==> src/design/gst_ram.sv <==
// generic simple dual port ram with registered read
module gst_ram #(
  parameter int WIDTH = 8,
  parameter int DEPTH = 16
) (
  input  logic                                clk,
  input  logic                                we,
  input  logic [(DEPTH > 1 ? $clog2(DEPTH) : 1)-1:0] waddr,
  input  logic [WIDTH-1:0]                    wdata,
  input  logic [(DEPTH > 1 ? $clog2(DEPTH) : 1)-1:0] raddr,
  output logic [WIDTH-1:0]                    rdata
);
  logic [WIDTH-1:0] mem [DEPTH];

  always_ff @(posedge clk) begin
    if (we) begin
      mem[waddr] <= wdata;
    end
    rdata <= mem[raddr];
  end
endmodule

==> config.mk <==
export PLATFORM = sky130hd
export DESIGN_NAME = gst_ram
export DESIGN_NICKNAME = d
export VERILOG_FILES = /design/src/design/gst_ram.sv
export SDC_FILE = /design/constraint.sdc
export NUM_CORES = 1
export LEC_CHECK = 0
export BUFFER_PORTS_ARGS = -buffer_cell sky130_fd_sc_hd__buf_2
export CAP_MARGIN = 10
export CORE_MARGIN = 2
export CORE_UTILIZATION = 45
export CTS_CLUSTER_DIAMETER = 80
export DETAILED_ROUTE_END_ITERATION = 10
export GPL_ROUTABILITY_DRIVEN = 0
export GPL_TIMING_DRIVEN = 0
export HOLD_SLACK_MARGIN = 0.12
export MAX_ROUTING_LAYER = met4
export PLACE_DENSITY_LB_ADDON = 0.12
export SETUP_SLACK_MARGIN = 0.15
export SLEW_MARGIN = 20
export SYNTH_ARGS = -nofsm -noshare
export SYNTH_HDL_FRONTEND = slang
export SYNTH_SLANG_ARGS = --single-unit
==> constraint.sdc <==
create_clock -name clk -period 2.3 [get_ports clk]
set_clock_uncertainty 0.15 [all_clocks]
set_input_delay 0.23 -clock clk [delete_from_list [all_inputs] [get_ports clk]]
set_output_delay 0.23 -clock clk [all_outputs]
set_load 0.05 [all_outputs]
# After elaboration in Yosys (flattened, before gate mapping)
# Memory sizes are Yosys's and may differ from the RTL's. A register that Yosys moved wholly into a read port is not among the register bits.
# Index checks and enable logic that the tools add are counted.
# op_classes
muxes	2
# op_table
operator	n
1-bit two-way mux	2
# totals
ram_bits	128
mem_count	1
reg_bits	0
input_bits	18
elab_cells	3
output_inout_bits	8
# memory_table
memory	words	width	read_ports	rd_ports_with_merged_regs	write_ports	line_no	rtl
mem	16	8	1	1	1	13	logic [WIDTH-1:0] mem [DEPTH];

# Longest topological paths before layout
# logic_depth
ltp_word	2
ltp_mapped	5
ltp_nobuf	3

# Least setup slack after synthesis
# Ideal clock, no wire load.
# synth_path
path_type	input to register
startpoint	in waddr[2] (netlist name)
endpoint	mem mem[0][0] (enable)
arrival_time_ps	1340
setup_ps	383
path_stages	2
required_time_ps	1767
setup_slack_ps	427
n_path_buf	0
path_cell_list	or3b_2 -> nor3_1
# synth_lines
item	line_no	rtl
start, declared	8	input logic [(DEPTH > 1 ? $clog2(DEPTH) : 1)-1:0] waddr,
end, declared	13	
# No word-level cell before the write port.

# Final worst setup path
# layout_path
startpoint	in waddr[2] (netlist name)
endpoint	mem mem[1][6] (enable)
# No word-level cell before the write port.

==> flow_metrics.tcl <==
set metrics [dict create \
    port_buffers 24 \
    power_frac_seq 0.482 \
    min_path_type "input pin to flop" \
    gr-max-usage-layer "met2" \
    power_density_nw_per_um2 943.2 \
    cts_htree_levels 4 \
    syn_avg_cell_area_um2 22.48 \
    hold_viol 0 \
    crit_arrival_ns 1.53 \
    row_count 39 \
    vias 2357 \
    ant_nets 0 \
    fmax_mhz 609.0 \
    grt_max_degree 17 \
    drt_iter0_markers 151 \
    hold_path.startpoint "waddr[1]" \
    grt_use_met2 0.2638 \
    wl_per_cell_um 22.83 \
    power_mw 5.783 \
    area.growth.synth_to_final_pct 19.11 \
    relSlewSlack 0.4427 \
    cts.clk_slew.worst_paths_ns 0.06 \
    track_usage 0.1785 \
    die_width_um 111.0 \
    yosysWarnings 0 \
    initial_utilization 0.4567 \
    startpoint_type "input pin" \
    layoutNonFillerInstCount 436 \
    power_frac_comb 0.058 \
    p_sw_mw 1.165 \
    core_um2 11270 \
    rsz0062_at_grt "no" \
    tritoncts "done" \
    yosysSeqAreaShare 0.7778 \
    synth_fp_nets 247 \
    gr-usage-met1 0.2425 \
    ir_drop_mv 0.4926 \
    crit_fanout 8 \
    power.share.clock 0.461 \
    fp.dieArea_um2 12310 \
    dpl.hpwl_mm 6.292 \
    crit_path_end_kind "flop" \
    p_leak_nw 2.062 \
    ys_ff_latch 136 \
    cts_buffers 17 \
    antenna_cells 0 \
    drc 0 \
    synth_cell_types 19 \
    seq_area_um2 4004 \
    p_sw_frac 0.2015 \
    critPathKind "input pin to flop" \
    finalSetupViolations 0 \
    path_delay_family "simple AND/OR/NAND/NOR gates" \
    fin_nets 298 \
    p_int_mw 4.617 \
    gr-total-overflow 0 \
    vias_per_cell 5.406 \
    worst_pin_slew_ns 0.8329 \
    grt_util_met3 0.05413 \
    root_buffer "clkbuf_16" \
    synth_cells 229 \
    drive_gt1_frac 0.2867 \
    rr_startpoint "mem[1][1]$_DFFE_PP_" \
    netlist_area_um2 5147 \
    grt_pass1_wl_mm 14.92 \
    reg2reg_slack_ns 0.67 \
    die_h_um 111.0 \
    critPathSlowestCell "nor2_1" \
    io_pins 26 \
    dp.cells 396 \
    antenna_found_initial 0 \
    fin_crit_ns 1.642 \
    num-fill-cells 853 \
    clock_sinks 136 \
    drtPass1Iterations 4 \
    fin_crit_sh 0.7140 \
    cpPeakStageDelay_ns 0.66 \
    multi_input_area_um2 1077 \
    status "finished, final reports clean" \
    required_ns 2.19 \
    drv_slew 0 \
    startpoint "waddr[2]" \
    wirelength_mm 9.954 \
    timing.hold.ws_ns 0.1902 \
    grt_pass1_vias 2395 \
    utilization 0.5439 \
    maxCapViolCount 0 \
    worstPathCellList "buf_2, or3b_2, nor2_1" \
    clk_latency_ns 0.41 \
    cts.path.max_buffers 2 \
    cp_num_buf_inv 1 \
]
## synthesized netlist by cell type, drive strengths merged
library cell / count / area share
and2b: 1 / 0.0015
nand3: 1 / 0.00097
or3b: 1 / 0.0017
nand2b: 2 / 0.0024
nand2: 9 / 0.0066
nor2: 13 / 0.0095
buf: 7 / 0.011
clkdlybuf4s25: 3 / 0.0058
mux4: 32 / 0.15
nand3b: 2 / 0.0029
nor2b: 1 / 0.0012
edfxtp: 128 / 0.75
a22oi: 16 / 0.023
dfxtp: 8 / 0.031
and2: 1 / 0.0012
nor3: 4 / 0.0039
## path summary, 6_finish.rpt
path	endpoint	cells after the start
worst min-delay path	mem[0][4]$_DFFE_PP_	2
worst max-delay path	mem[1][6]$_DFFE_PP_	3
worst min register to register	rdata[4]$_DFF_P_	3
worst max register to register	rdata[1]$_DFF_P_	3
## power groups by stage
stage	clock [mW]	combinational, mW	sequential, mW
5_1_grt	2.83	0.356	2.79
4_1_cts	2.71	0.338	2.79
2_1_floorplan	0	0.141	2.89
3_5_place_dp	0	0.327	2.84
6_report	2.66	0.333	2.79
3_3_place_gp	0	0.321	2.83
## cell type report
| cell class | count | area share |
|---|---|---|
| repair buffers | 32 | 0.03265 |
| multi-input cells | 83 | 0.1757 |
| clock inverters | 9 | 0.02061 |
| plain buffers | 10 | 0.01408 |
| clock buffers | 23 | 0.07469 |
| flip-flops and latches | 136 | 0.6531 |
| well taps | 143 | 0.02918 |
## placed cells by master, fill, tap and decap left out, types with 2 or more instances in the layout
master and n:
clkbuf_16 17, nand3b_1 2, a22oi_1 16, buf_6 3, nor3_2 4, dlygate4sd3_1 8, mux4_2 18, dfxtp_1 8
buf_2 27, mux4_1 14, clkinv_2 4, nor2_1 13, bufinv_16 3, nand2b_1 2, edfxtp_1 128, clkbuf_1 5
nand2_1 9, clkdlybuf4s25_2 3
## routing by layer
| metal | up-vias | routed length (um) |
|---|---|---|
| li1 | 1077 | - |
| met3 | 6 | 397 |
| met1 | 1222 | 4702 |
| met4 | 0 | 82 |
| met2 | 52 | 4770 |
| met5 | - | 0 |
## worst reg2reg max path, cell delays in order (launching register included)
cell and delay [ns]:
edfxtp_1 0.35, mux4_1 0.56, a22oi_1 0.36, nand2_1 0.09
## timing repair
action	4_1_cts	5_1_grt
resized for setup	0	0
buffers inserted	0	0
hold endpoints to repair	128	0
hold buffers	8	0
## sequential cells by signal, summed over array words and instances, names as in the netlist
register,cells
mem,128
rdata,8
## logic make-up after synthesis
group                  after synthesis  synth area share
AND/OR/NAND/NOR                     35           0.03184
AO/OA/AOI/OAI                       16           0.02334
flip-flops                         136            0.7778
buffers and inverters               10           0.01677
multiplexers                        32            0.1502
## per-stage QoR
stage / setup TNS (ns) / setup slack (ns) / instance area [um^2]
floorplan: 0 / 0.4271 / 5147
global placement: -1.030 / -0.1292 / 5446
detailed placement: 0 / 0.2246 / 5466
CTS: 0 / 0.6594 / 6131
global route: 0 / 0.5783 / 6131
finish: 0 / 0.6579 / 6131
(Power assumes the default switching activity.)
