### src/design/gst_free_find.sv
// lowest free slot priority encoder
module gst_free_find #(
  parameter int SLOTS = 64
) (
  input  logic [SLOTS-1:0]                          free_vec,
  output logic                                      found,
  output logic [(SLOTS > 1 ? $clog2(SLOTS) : 1)-1:0] index
);
  localparam int SIDX_W = SLOTS > 1 ? $clog2(SLOTS) : 1;

  always_comb begin
    found = 1'b0;
    index = '0;
    for (int i = SLOTS - 1; i >= 0; i--) begin
      if (free_vec[i]) begin
        found = 1'b1;
        index = SIDX_W'(i);
      end
    end
  end
endmodule

### config.mk
export PLATFORM = sky130hd
export DESIGN_NAME = gst_free_find
export DESIGN_NICKNAME = d
export VERILOG_FILES = /design/src/design/gst_free_find.sv
export SDC_FILE = /design/constraint.sdc
export NUM_CORES = 1
export LEC_CHECK = 0
export BUFFER_PORTS_ARGS = -buffer_cell sky130_fd_sc_hd__buf_2
export CAP_MARGIN = 20
export CORE_MARGIN = 4
export CORE_UTILIZATION = 42
export DETAILED_ROUTE_END_ITERATION = 7
export PLACE_DENSITY = 0.9
export SLEW_MARGIN = 40
export SYNTH_ARGS = -nofsm -noshare
export SYNTH_HDL_FRONTEND = slang
export SYNTH_SLANG_ARGS = --single-unit
### constraint.sdc
create_clock -name vclk -period 2.66
set_input_delay 0.133 -clock vclk [all_inputs]
set_output_delay 0.133 -clock vclk [all_outputs]
set_load 0.02 [all_outputs]
-- Yosys cells after proc, flatten, opt, wreduce, memory -nomap -nowiden
Cells that the tools add are included.
- register bits: 0
- input port bits: 64
- output and inout bits: 7
- logic and storage cells: 128
- multiplexer cells: 128
- operators with widths (cell ; number):
    6-bit two-way mux ; 64
    1-bit two-way mux ; 64

-- Logic depth before layout (Yosys ltp)
Gate-level depths: netlist of the first run.
- word-level depth: 64
- gate-level depth with buffers: 6
- mapped depth without buffers: 6

-- Least setup slack after synthesis of the first run
OpenSTA, ideal clock, no wires.
- path kind: input-to-output
- start point: input free_vec[56]
- end point: output index[2] in the netlist's numbering
- arrival time: 1.468 ns
- setup slack: 1.059 ns
- stages on the path: 6
- path through: or4_4 > o21ai_1 > a21oi_1 > o21ai_1 > o2111ai_1 > a21boi_1
- longest elaborated chain between the ends: 57
- RTL lines (what ; line ; RTL):
    start, declared ; 5 ; input logic [SLOTS-1:0] free_vec,
    6-bit two-way mux (57 in a row) ; 15 ; if (free_vec[i]) begin
    end, declared ; 7 ; output logic [(SLOTS > 1 ? $clog2(SLOTS) : 1)-1:0] index
No other way between the ends.

-- Worst setup path in the final report of the first run
- start point: input free_vec[5]
- end point: output index[0] in the netlist's numbering
- longest elaborated chain between the ends: 6
- RTL lines (what ; line):
    6-bit two-way mux (6 in a row) ; 15
No other way between the ends.

==> results of run 1 <==
==> layout by cell type, fill, tap and decap left out <==
cell type | synthesis | layout
o21ai_0 | 8 | 8
or2_1 | 1 | 1
a41oi_1 | 1 | 1
o221ai_1 | 1 | 1
o21ai_1 | 4 | 4
nand2_1 | 8 | 8
a21oi_1 | 13 | 13
o311a_1 | 1 | 1
inv_1 | 12 | 12
a21boi_1 | 1 | 1
buf_2 | 0 | 71
o31ai_1 | 2 | 2
nor2_1 | 29 | 29
o21a_1 | 1 | 1
a31oi_1 | 2 | 2
nor3_1 | 11 | 11
a2111oi_0 | 1 | 1
nand2b_1 | 1 | 1
or4_1 | 1 | 1
o211ai_1 | 2 | 2
or4_4 | 3 | 3
nor2b_1 | 3 | 3
nand4_1 | 2 | 2
o2111ai_1 | 1 | 1
a2111oi_1 | 1 | 1
and3_1 | 2 | 2
o2bb2ai_1 | 1 | 1
a311oi_1 | 2 | 2
nor4_1 | 15 | 15
nor2_2 | 1 | 1
and4_1 | 1 | 1
o21bai_1 | 1 | 1
nand3_1 | 4 | 4
a221oi_1 | 1 | 1
o311ai_1 | 2 | 2
==> metrics by stage <==
step | worst slack (ns) | utilization | instances
2_1_floorplan | 1.06 | - | 140
3_3_place_gp | 0.948 | 0.666 | 236
3_5_place_dp | 0.917 | 0.666 | 236
4_1_cts | 0.911 | 0.666 | 236
5_1_grt | 0.786 | 0.666 | 236
6_report | 0.875 | 0.666 | 236
==> synthesized netlist by cell type <==
master / instances / area (µm²)
o2111ai_1: 1 / 8.76
o2bb2ai_1: 1 / 8.76
or4_1: 1 / 7.51
a31oi_1: 2 / 12.5
nor2b_1: 3 / 18.8
a21boi_1: 1 / 7.51
a41oi_1: 1 / 8.76
a21oi_1: 13 / 65.1
a311oi_1: 2 / 17.5
and4_1: 1 / 8.76
o21ai_0: 8 / 40.0
nor4_1: 15 / 93.8
inv_1: 12 / 45.0
o21ai_1: 4 / 20.0
o311a_1: 1 / 10.0
o311ai_1: 2 / 17.5
o211ai_1: 2 / 15.0
o21bai_1: 1 / 7.51
a2111oi_1: 1 / 10.0
nand2b_1: 1 / 6.26
nor2_2: 1 / 6.26
o221ai_1: 1 / 8.76
nand2_1: 8 / 30.0
nor2_1: 29 / 109
a2111oi_0: 1 / 8.76
o21a_1: 1 / 7.51
nor3_1: 11 / 55.1
o31ai_1: 2 / 15.0
nand4_1: 2 / 12.5
or2_1: 1 / 6.26
and3_1: 2 / 12.5
a221oi_1: 1 / 8.76
nand3_1: 4 / 20.0
or4_4: 3 / 33.8
==> routing by layer <==
| metal | track usage | vias to the layer above |
|---|---|---|
| li1 | - | 700 |
| met1 | 0.268 | 573 |
| met2 | 0.361 | 59 |
| met3 | 0.00890 | 4 |
| met4 | 0.0448 | 0 |
| met5 | 0 | - |
==> power groups by stage <==
stage	logic, W	clock network, W	registers (W)
final	0.000133	0	0
after detailed placement	0.000131	0	0
after floorplan	0.0000489	0	0
after global routing	0.000150	0	0
after CTS	0.000132	0	0
after global placement	0.000129	0	0
==> layout make-up <==
cell class / instances / area, µm²
Fill cell: 187 / 577
Inverter: 12 / 45.0
Multi-Input combinational cell: 128 / 718
Tap cell: 25 / 31.3
Timing Repair Buffer: 71 / 355
==> kinds of logic after synthesis <==
| kind of cell | count (synthesis) | synth area share |
|---|---|---|
| simple gates | 82 | 0.551 |
| buf+inv | 12 | 0.0590 |
| compound gates | 46 | 0.390 |
==> worst paths after layout <==
kind | endpoint | start
max | index[0] | free_vec[5]
min | index[2] | free_vec[1]
==> flow_metrics.tcl, run 1 <==
set metrics [dict create \
    status "completed" \
    relSlewSlack 0.467 \
    syn_nets 204 \
    synth.distinct_cells 34 \
    path_common_cell "buf_2" \
    initial_core_util 0.442 \
    dp_hpwl_um 2430 \
    fin_setup_tns_ns 0 \
    overflow 0 \
    clkbuf_count 0 \
    wirelength_um 2700 \
    firstDrtPassIters 5 \
    ant_nets 0 \
    path_buf_inv 3 \
    via_per_inst 5.66 \
    slowest_stage "a2111oi_1" \
    portBuffers 71 \
    yosysWarnings 0 \
    drt_iter0_drc 36 \
    dieArea_mm2 0.00256 \
    internal-power_w 0.0000602 \
    p_seq_frac 0 \
    postCtsHoldBufs 0 \
    met3_length_um 211 \
    worstSetupEndpointType "output port" \
    cts_setup_buffers 0 \
    dr.max_layer_used "met4" \
    synth_area_um2 763 \
    cts_resized 0 \
    route.met2.wl_um 1260 \
    core_mm2 0.00173 \
    die_w_um 50.6 \
    seqCellArea_um2 0 \
    p_sw_frac 0.548 \
    p_per_area_mw_per_mm2 116 \
    area_growth_pct 50.7 \
    cp.arrival_ns 1.65 \
    pwr-share-comb 1.000 \
    worstSetupPathType "in2out" \
    via_count 1336 \
    fin_crit_ns 1.78 \
    cp_cell_sequence "buf_2 -> inv_1 -> a2111oi_1 -> o2bb2ai_1 -> a31oi_1 -> o211ai_1 -> buf_2" \
    wire_per_inst_um 11.4 \
    path_delay_family "compound AO/OA/AOI/OAI gates" \
    path_max_fanout 4 \
    cp.required_ns 2.53 \
    ir_drop_uv 73.4 \
    p_leak_nw 0.525 \
    grt_pass1_wl_um 4390 \
    slew_violations 0 \
    start_kind "input pin" \
    cap_violations 0 \
    period_share 0.671 \
    syn_avg_cell_area_um2 5.45 \
    whs_ns 0.697 \
    pin_count 71 \
    syn_inst 140 \
    whs_path_depth 4 \
    power_switching_w 0.0000730 \
    grt_setup_unrepaired "false" \
    num_antenna_cells 0 \
    slowest_delay_ns 0.75 \
    track_usage 0.203 \
    clkPwrFrac 0 \
    cp.depth 7 \
    grt_antenna_before_repair 0 \
    drive_gt1_frac 0.355 \
    hold_class "in2out" \
    max_freq_ghz 0.560 \
    grt_max_degree 6 \
    rows 15 \
    worst_pin_slew_ns 0.798 \
    wl_met1_um 1200 \
    setup_violations 0 \
    n_sequential_cell 0 \
    total_power_w 0.000133 \
    gp_congestion 0.865 \
    die_y_um 50.6 \
    drc 0 \
    place_area_mm2 0.00115 \
    fin_nets 277 \
    yosysSeqAreaShare 0 \
    grt_pass1_vias 1152 \
    final_area_mm2 0.00115 \
    timing_hold_violations_final 0 \
]
(Power assumes the default switching activity.)
==> run 2: changes to the inputs <==
--- a/config.mk
+++ b/config.mk
@@ -8,9 +8,9 @@
 export BUFFER_PORTS_ARGS = -buffer_cell sky130_fd_sc_hd__buf_2
 export CAP_MARGIN = 20
 export CORE_MARGIN = 4
-export CORE_UTILIZATION = 42
+export CORE_UTILIZATION = 39
 export DETAILED_ROUTE_END_ITERATION = 7
-export PLACE_DENSITY = 0.9
+export PLACE_DENSITY = 0.84
 export SLEW_MARGIN = 40
 export SYNTH_ARGS = -nofsm -noshare
 export SYNTH_HDL_FRONTEND = slang
==> constraint.sdc (replaced) <==
create_clock -name vclk -period 1.9
set_input_delay 0.095 -clock vclk [all_inputs]
set_output_delay 0.095 -clock vclk [all_outputs]
set_load 0.02 [all_outputs]
==> flow_metrics.tcl, run 2 (synthesized netlist as in run 1, its figures left out) <==
set metrics [dict create \
    status "completed" \
    drc 0 \
    ir_drop_uv 117 \
    cp.required_ns 1.80 \
    drt_iter0_drc 55 \
    grt_pass1_vias 1174 \
    cap_violations 0 \
    seqCellArea_um2 0 \
    n_sequential_cell 0 \
    worstSetupPathType "in2out" \
    grt_setup_unrepaired "false" \
    core_mm2 0.00178 \
    holdCritStartpoint "free_vec[11]" \
    die_y_um 52.2 \
    via_per_inst 5.82 \
    fin_crit_ns 1.67 \
    slew_violations 0 \
    dp_hpwl_um 2790 \
    ant_nets 0 \
    pin_count 71 \
    gp_congestion 0.826 \
    worstHoldEndpoint "index[2]" \
    initial_core_util 0.428 \
    wire_per_inst_um 13.3 \
    relSlewSlack 0.628 \
    clkbuf_count 0 \
    p_per_area_mw_per_mm2 166 \
    worstSetupEndpointType "output port" \
    path_max_fanout 3 \
    period_share 0.877 \
    firstDrtPassIters 4 \
    rows 15 \
    cp.arrival_ns 1.57 \
    fin_setup_tns_ns 0 \
    max_freq_ghz 0.600 \
    final_cell_mix "buf_2 (71), nor2_1 (29), nor4_1 (15)" \
    num_antenna_cells 0 \
    area_growth_pct 51.6 \
    mostFrequentLayoutCell "buf_2" \
    start_kind "input pin" \
    timing_hold_violations_final 0 \
    dieArea_mm2 0.00273 \
    grt_pass1_wl_um 4730 \
    whs_path_depth 5 \
    slowest_stage "or4_4" \
    grt_antenna_before_repair 0 \
    overflow 0 \
    cts_setup_buffers 0 \
    cp_cell_sequence "buf_2 -> or4_4 -> o21ai_1 -> a21oi_1 -> o21ai_1 -> o2111ai_1 -> a21boi_1 -> buf_2" \
    postCtsHoldBufs 0 \
    die_w_um 52.2 \
    worst_pin_slew_ns 0.554 \
    wirelength_um 3140 \
    portBuffers 71 \
    total_power_w 0.000192 \
    hold_class "in2out" \
    p_leak_nw 0.530 \
    cts_resized 0 \
    setup_violations 0 \
    track_usage 0.213 \
    fin_nets 278 \
    slowest_delay_ns 0.54 \
    drive_gt1_frac 0.358 \
    grt_max_degree 6 \
    via_count 1380 \
]
-- run 2: cell count changes in the layout (fill, tap and decap cells not counted) --
| cell | delta |
|---|---|
| buf_4 | +1 |
-- run 2: through the flow --
stage / setup slack [ns] / hold WS (ns) / instance area, µm² / std cells / utilization
2_1_floorplan: 0.375 / 0.368 / 763 / 140 / -
3_3_place_gp: 0.263 / 0.613 / 1160 / 237 / 0.649
3_5_place_dp: 0.244 / 0.634 / 1160 / 237 / 0.649
4_1_cts: 0.238 / 0.637 / 1160 / 237 / 0.649
5_1_grt: 0.107 / 0.670 / 1160 / 237 / 0.649
6_report: 0.233 / 0.644 / 1160 / 237 / 0.649
-- run 2: power breakdown --
part | internal (W) | leakage [nW] | switching (W)
clock | 0 | 0 | 0
sequential | 0 | 0 | 0
combinational | 0.0000854 | 0.530 | 0.000107
total | 0.0000854 | 0.530 | 0.000107
-- run 2: final cells by class --
| type | instances | area (µm²) |
|---|---|---|
| repair buffers | 72 | 363 |
| inverters | 12 | 45.0 |
| fillers | 175 | 626 |
| well taps | 25 | 31.3 |
| multi-input cells | 128 | 718 |
-- run 2: worst max-delay path, delay by kind of cell --
kind                   cells  cell delay (ns)
and+or+nand+nor            1             0.54
AOI/OAI and AO/OA          5             0.64
buffers and inverters      2             0.29
-- run 2: routing by layer --
metal / global-route usage / vias up / wire length, µm
met5: 0 / - / 0
met4: 0 / 0 / 17
met3: 0.00285 / 2 / 193
met2: 0.446 / 57 / 1670
met1: 0.250 / 623 / 1260
li1: - / 698 / -
-- run 2: worst max path at each step --
stage	from	endpoint	slack [ns]	cells past startpoint
finish	free_vec[56]	index[2]	0.23	8
global route	free_vec[59]	index[2]	0.11	8
CTS	free_vec[56]	index[2]	0.24	8
detailed placement	free_vec[56]	index[2]	0.24	8
global placement	free_vec[56]	index[2]	0.26	8
floorplan	free_vec[56]	index[2]	0.38	6
==> run 3: changes to the inputs <==
--- a/config.mk
+++ b/config.mk
@@ -7,6 +7,7 @@
 export LEC_CHECK = 0
 export BUFFER_PORTS_ARGS = -buffer_cell sky130_fd_sc_hd__buf_2
 export CAP_MARGIN = 20
+export CORE_ASPECT_RATIO = 0.9
 export CORE_MARGIN = 4
 export CORE_UTILIZATION = 39
 export DETAILED_ROUTE_END_ITERATION = 7
==> flow_metrics.tcl, run 3 (synthesized netlist as in run 1, its figures left out) <==
set metrics [dict create \
    status "completed" \
    core_mm2 0.00177 \
    grt_setup_unrepaired "false" \
    cp.arrival_ns 1.59 \
    gp_congestion 0.906 \
    area_growth_pct 51.5 \
    fin_setup_tns_ns 0 \
    drc 0 \
    mostFrequentLayoutCell "buf_2" \
    pin_count 71 \
    hold_class "in2out" \
    start_kind "input pin" \
    postCtsHoldBufs 0 \
    slew_violations 0 \
    p_leak_nw 0.530 \
    timing_hold_violations_final 0 \
    drive_gt1_frac 0.358 \
    dieArea_mm2 0.00273 \
    dr.max_layer_used "met4" \
    cap_violations 0 \
    n_sequential_cell 0 \
    route.met2.wl_um 1480 \
    grt_pass1_wl_um 4670 \
    firstDrtPassIters 4 \
    total_power_w 0.000192 \
    rows 14 \
    p_per_area_mw_per_mm2 166 \
    pwr-share-comb 1.000 \
    p_seq_frac 0 \
    num_antenna_cells 0 \
    period_share 0.886 \
    die_y_um 50.0 \
    cts_setup_buffers 0 \
    die_w_um 54.6 \
    path_max_fanout 3 \
    holdCritStartpoint "free_vec[1]" \
    initial_core_util 0.431 \
    worstSetupEndpointType "output port" \
    cp.required_ns 1.80 \
    final_cell_mix "buf_2 (71), nor2_1 (29), nor4_1 (15)" \
    clkPwrFrac 0 \
    worstHoldEndpoint "index[1]" \
    power_switching_w 0.000107 \
    ant_nets 0 \
    worst_pin_slew_ns 0.563 \
    wirelength_um 3050 \
    clkbuf_count 0 \
    seqCellArea_um2 0 \
    overflow 0 \
    grt_pass1_vias 1233 \
    wire_per_inst_um 12.9 \
    internal-power_w 0.0000853 \
    p_sw_frac 0.556 \
    fin_crit_ns 1.68 \
    via_per_inst 5.88 \
    portBuffers 71 \
    fin_nets 278 \
    met3_length_um 311 \
    ir_drop_uv 103 \
    relSlewSlack 0.621 \
    setup_violations 0 \
    whs_path_depth 5 \
    wl_met1_um 1250 \
    track_usage 0.210 \
    dp_hpwl_um 2710 \
    drt_iter0_drc 49 \
    worstSetupPathType "in2out" \
    grt_max_degree 6 \
    grt_antenna_before_repair 0 \
    via_count 1388 \
    cts_resized 0 \
    max_freq_ghz 0.594 \
]
-- run 3: cell counts in the layout (fill, tap and decap cells not counted) --
No cell type changed its count.
-- run 3: how the worst max path moves through the flow --
stage / startpoint / end / slack (ns) / depth (start not counted)
after floorplan: free_vec[56] / index[2] / 0.38 / 6
final: free_vec[56] / index[2] / 0.22 / 8
after detailed placement: free_vec[56] / index[2] / 0.23 / 8
after CTS: free_vec[56] / index[2] / 0.23 / 8
after global routing: free_vec[48] / index[3] / 0.11 / 8
after global placement: free_vec[56] / index[2] / 0.26 / 8
-- run 3: routing by layer --
layer / vias up / track usage
met5: - / 0
met4: 0 / 0.0415
met3: 4 / 0.0211
met2: 81 / 0.354
met1: 604 / 0.278
li1: 699 / -
-- run 3: per-stage QoR --
stage                     setup WS, ns  std cells  hold slack [ns]  utilization  cell area (µm²)
after floorplan                  0.375        140            0.368            -              763
after detailed placement         0.228        236            0.625        0.653             1160
after global routing             0.110        236            0.661        0.653             1160
after global placement           0.259        236            0.615        0.653             1160
after CTS                        0.226        236            0.626        0.653             1160
final                            0.216        236            0.626        0.653             1160
-- run 3: cell type report --
cell class,instances,area (µm²)
repair buffers,72,363
fillers,172,613
well taps,24,30.0
inverters,12,45.0
multi-input cells,128,718
-- run 3: critical path, cell delays in order --
cell and delay (ns):
buf_2 0.11, or4_4 0.53, o21ai_1 0.15, a21oi_1 0.08
o21ai_1 0.15, o2111ai_1 0.15, a21boi_1 0.16, buf_2 0.17
-- run 3: power by group through the flow --
stage,clock (W),sequential (W),combinational (W)
after floorplan,0,0,0.0000685
after global placement,0,0,0.000180
after detailed placement,0,0,0.000188
after CTS,0,0,0.000189
after global routing,0,0,0.000212
final,0,0,0.000192
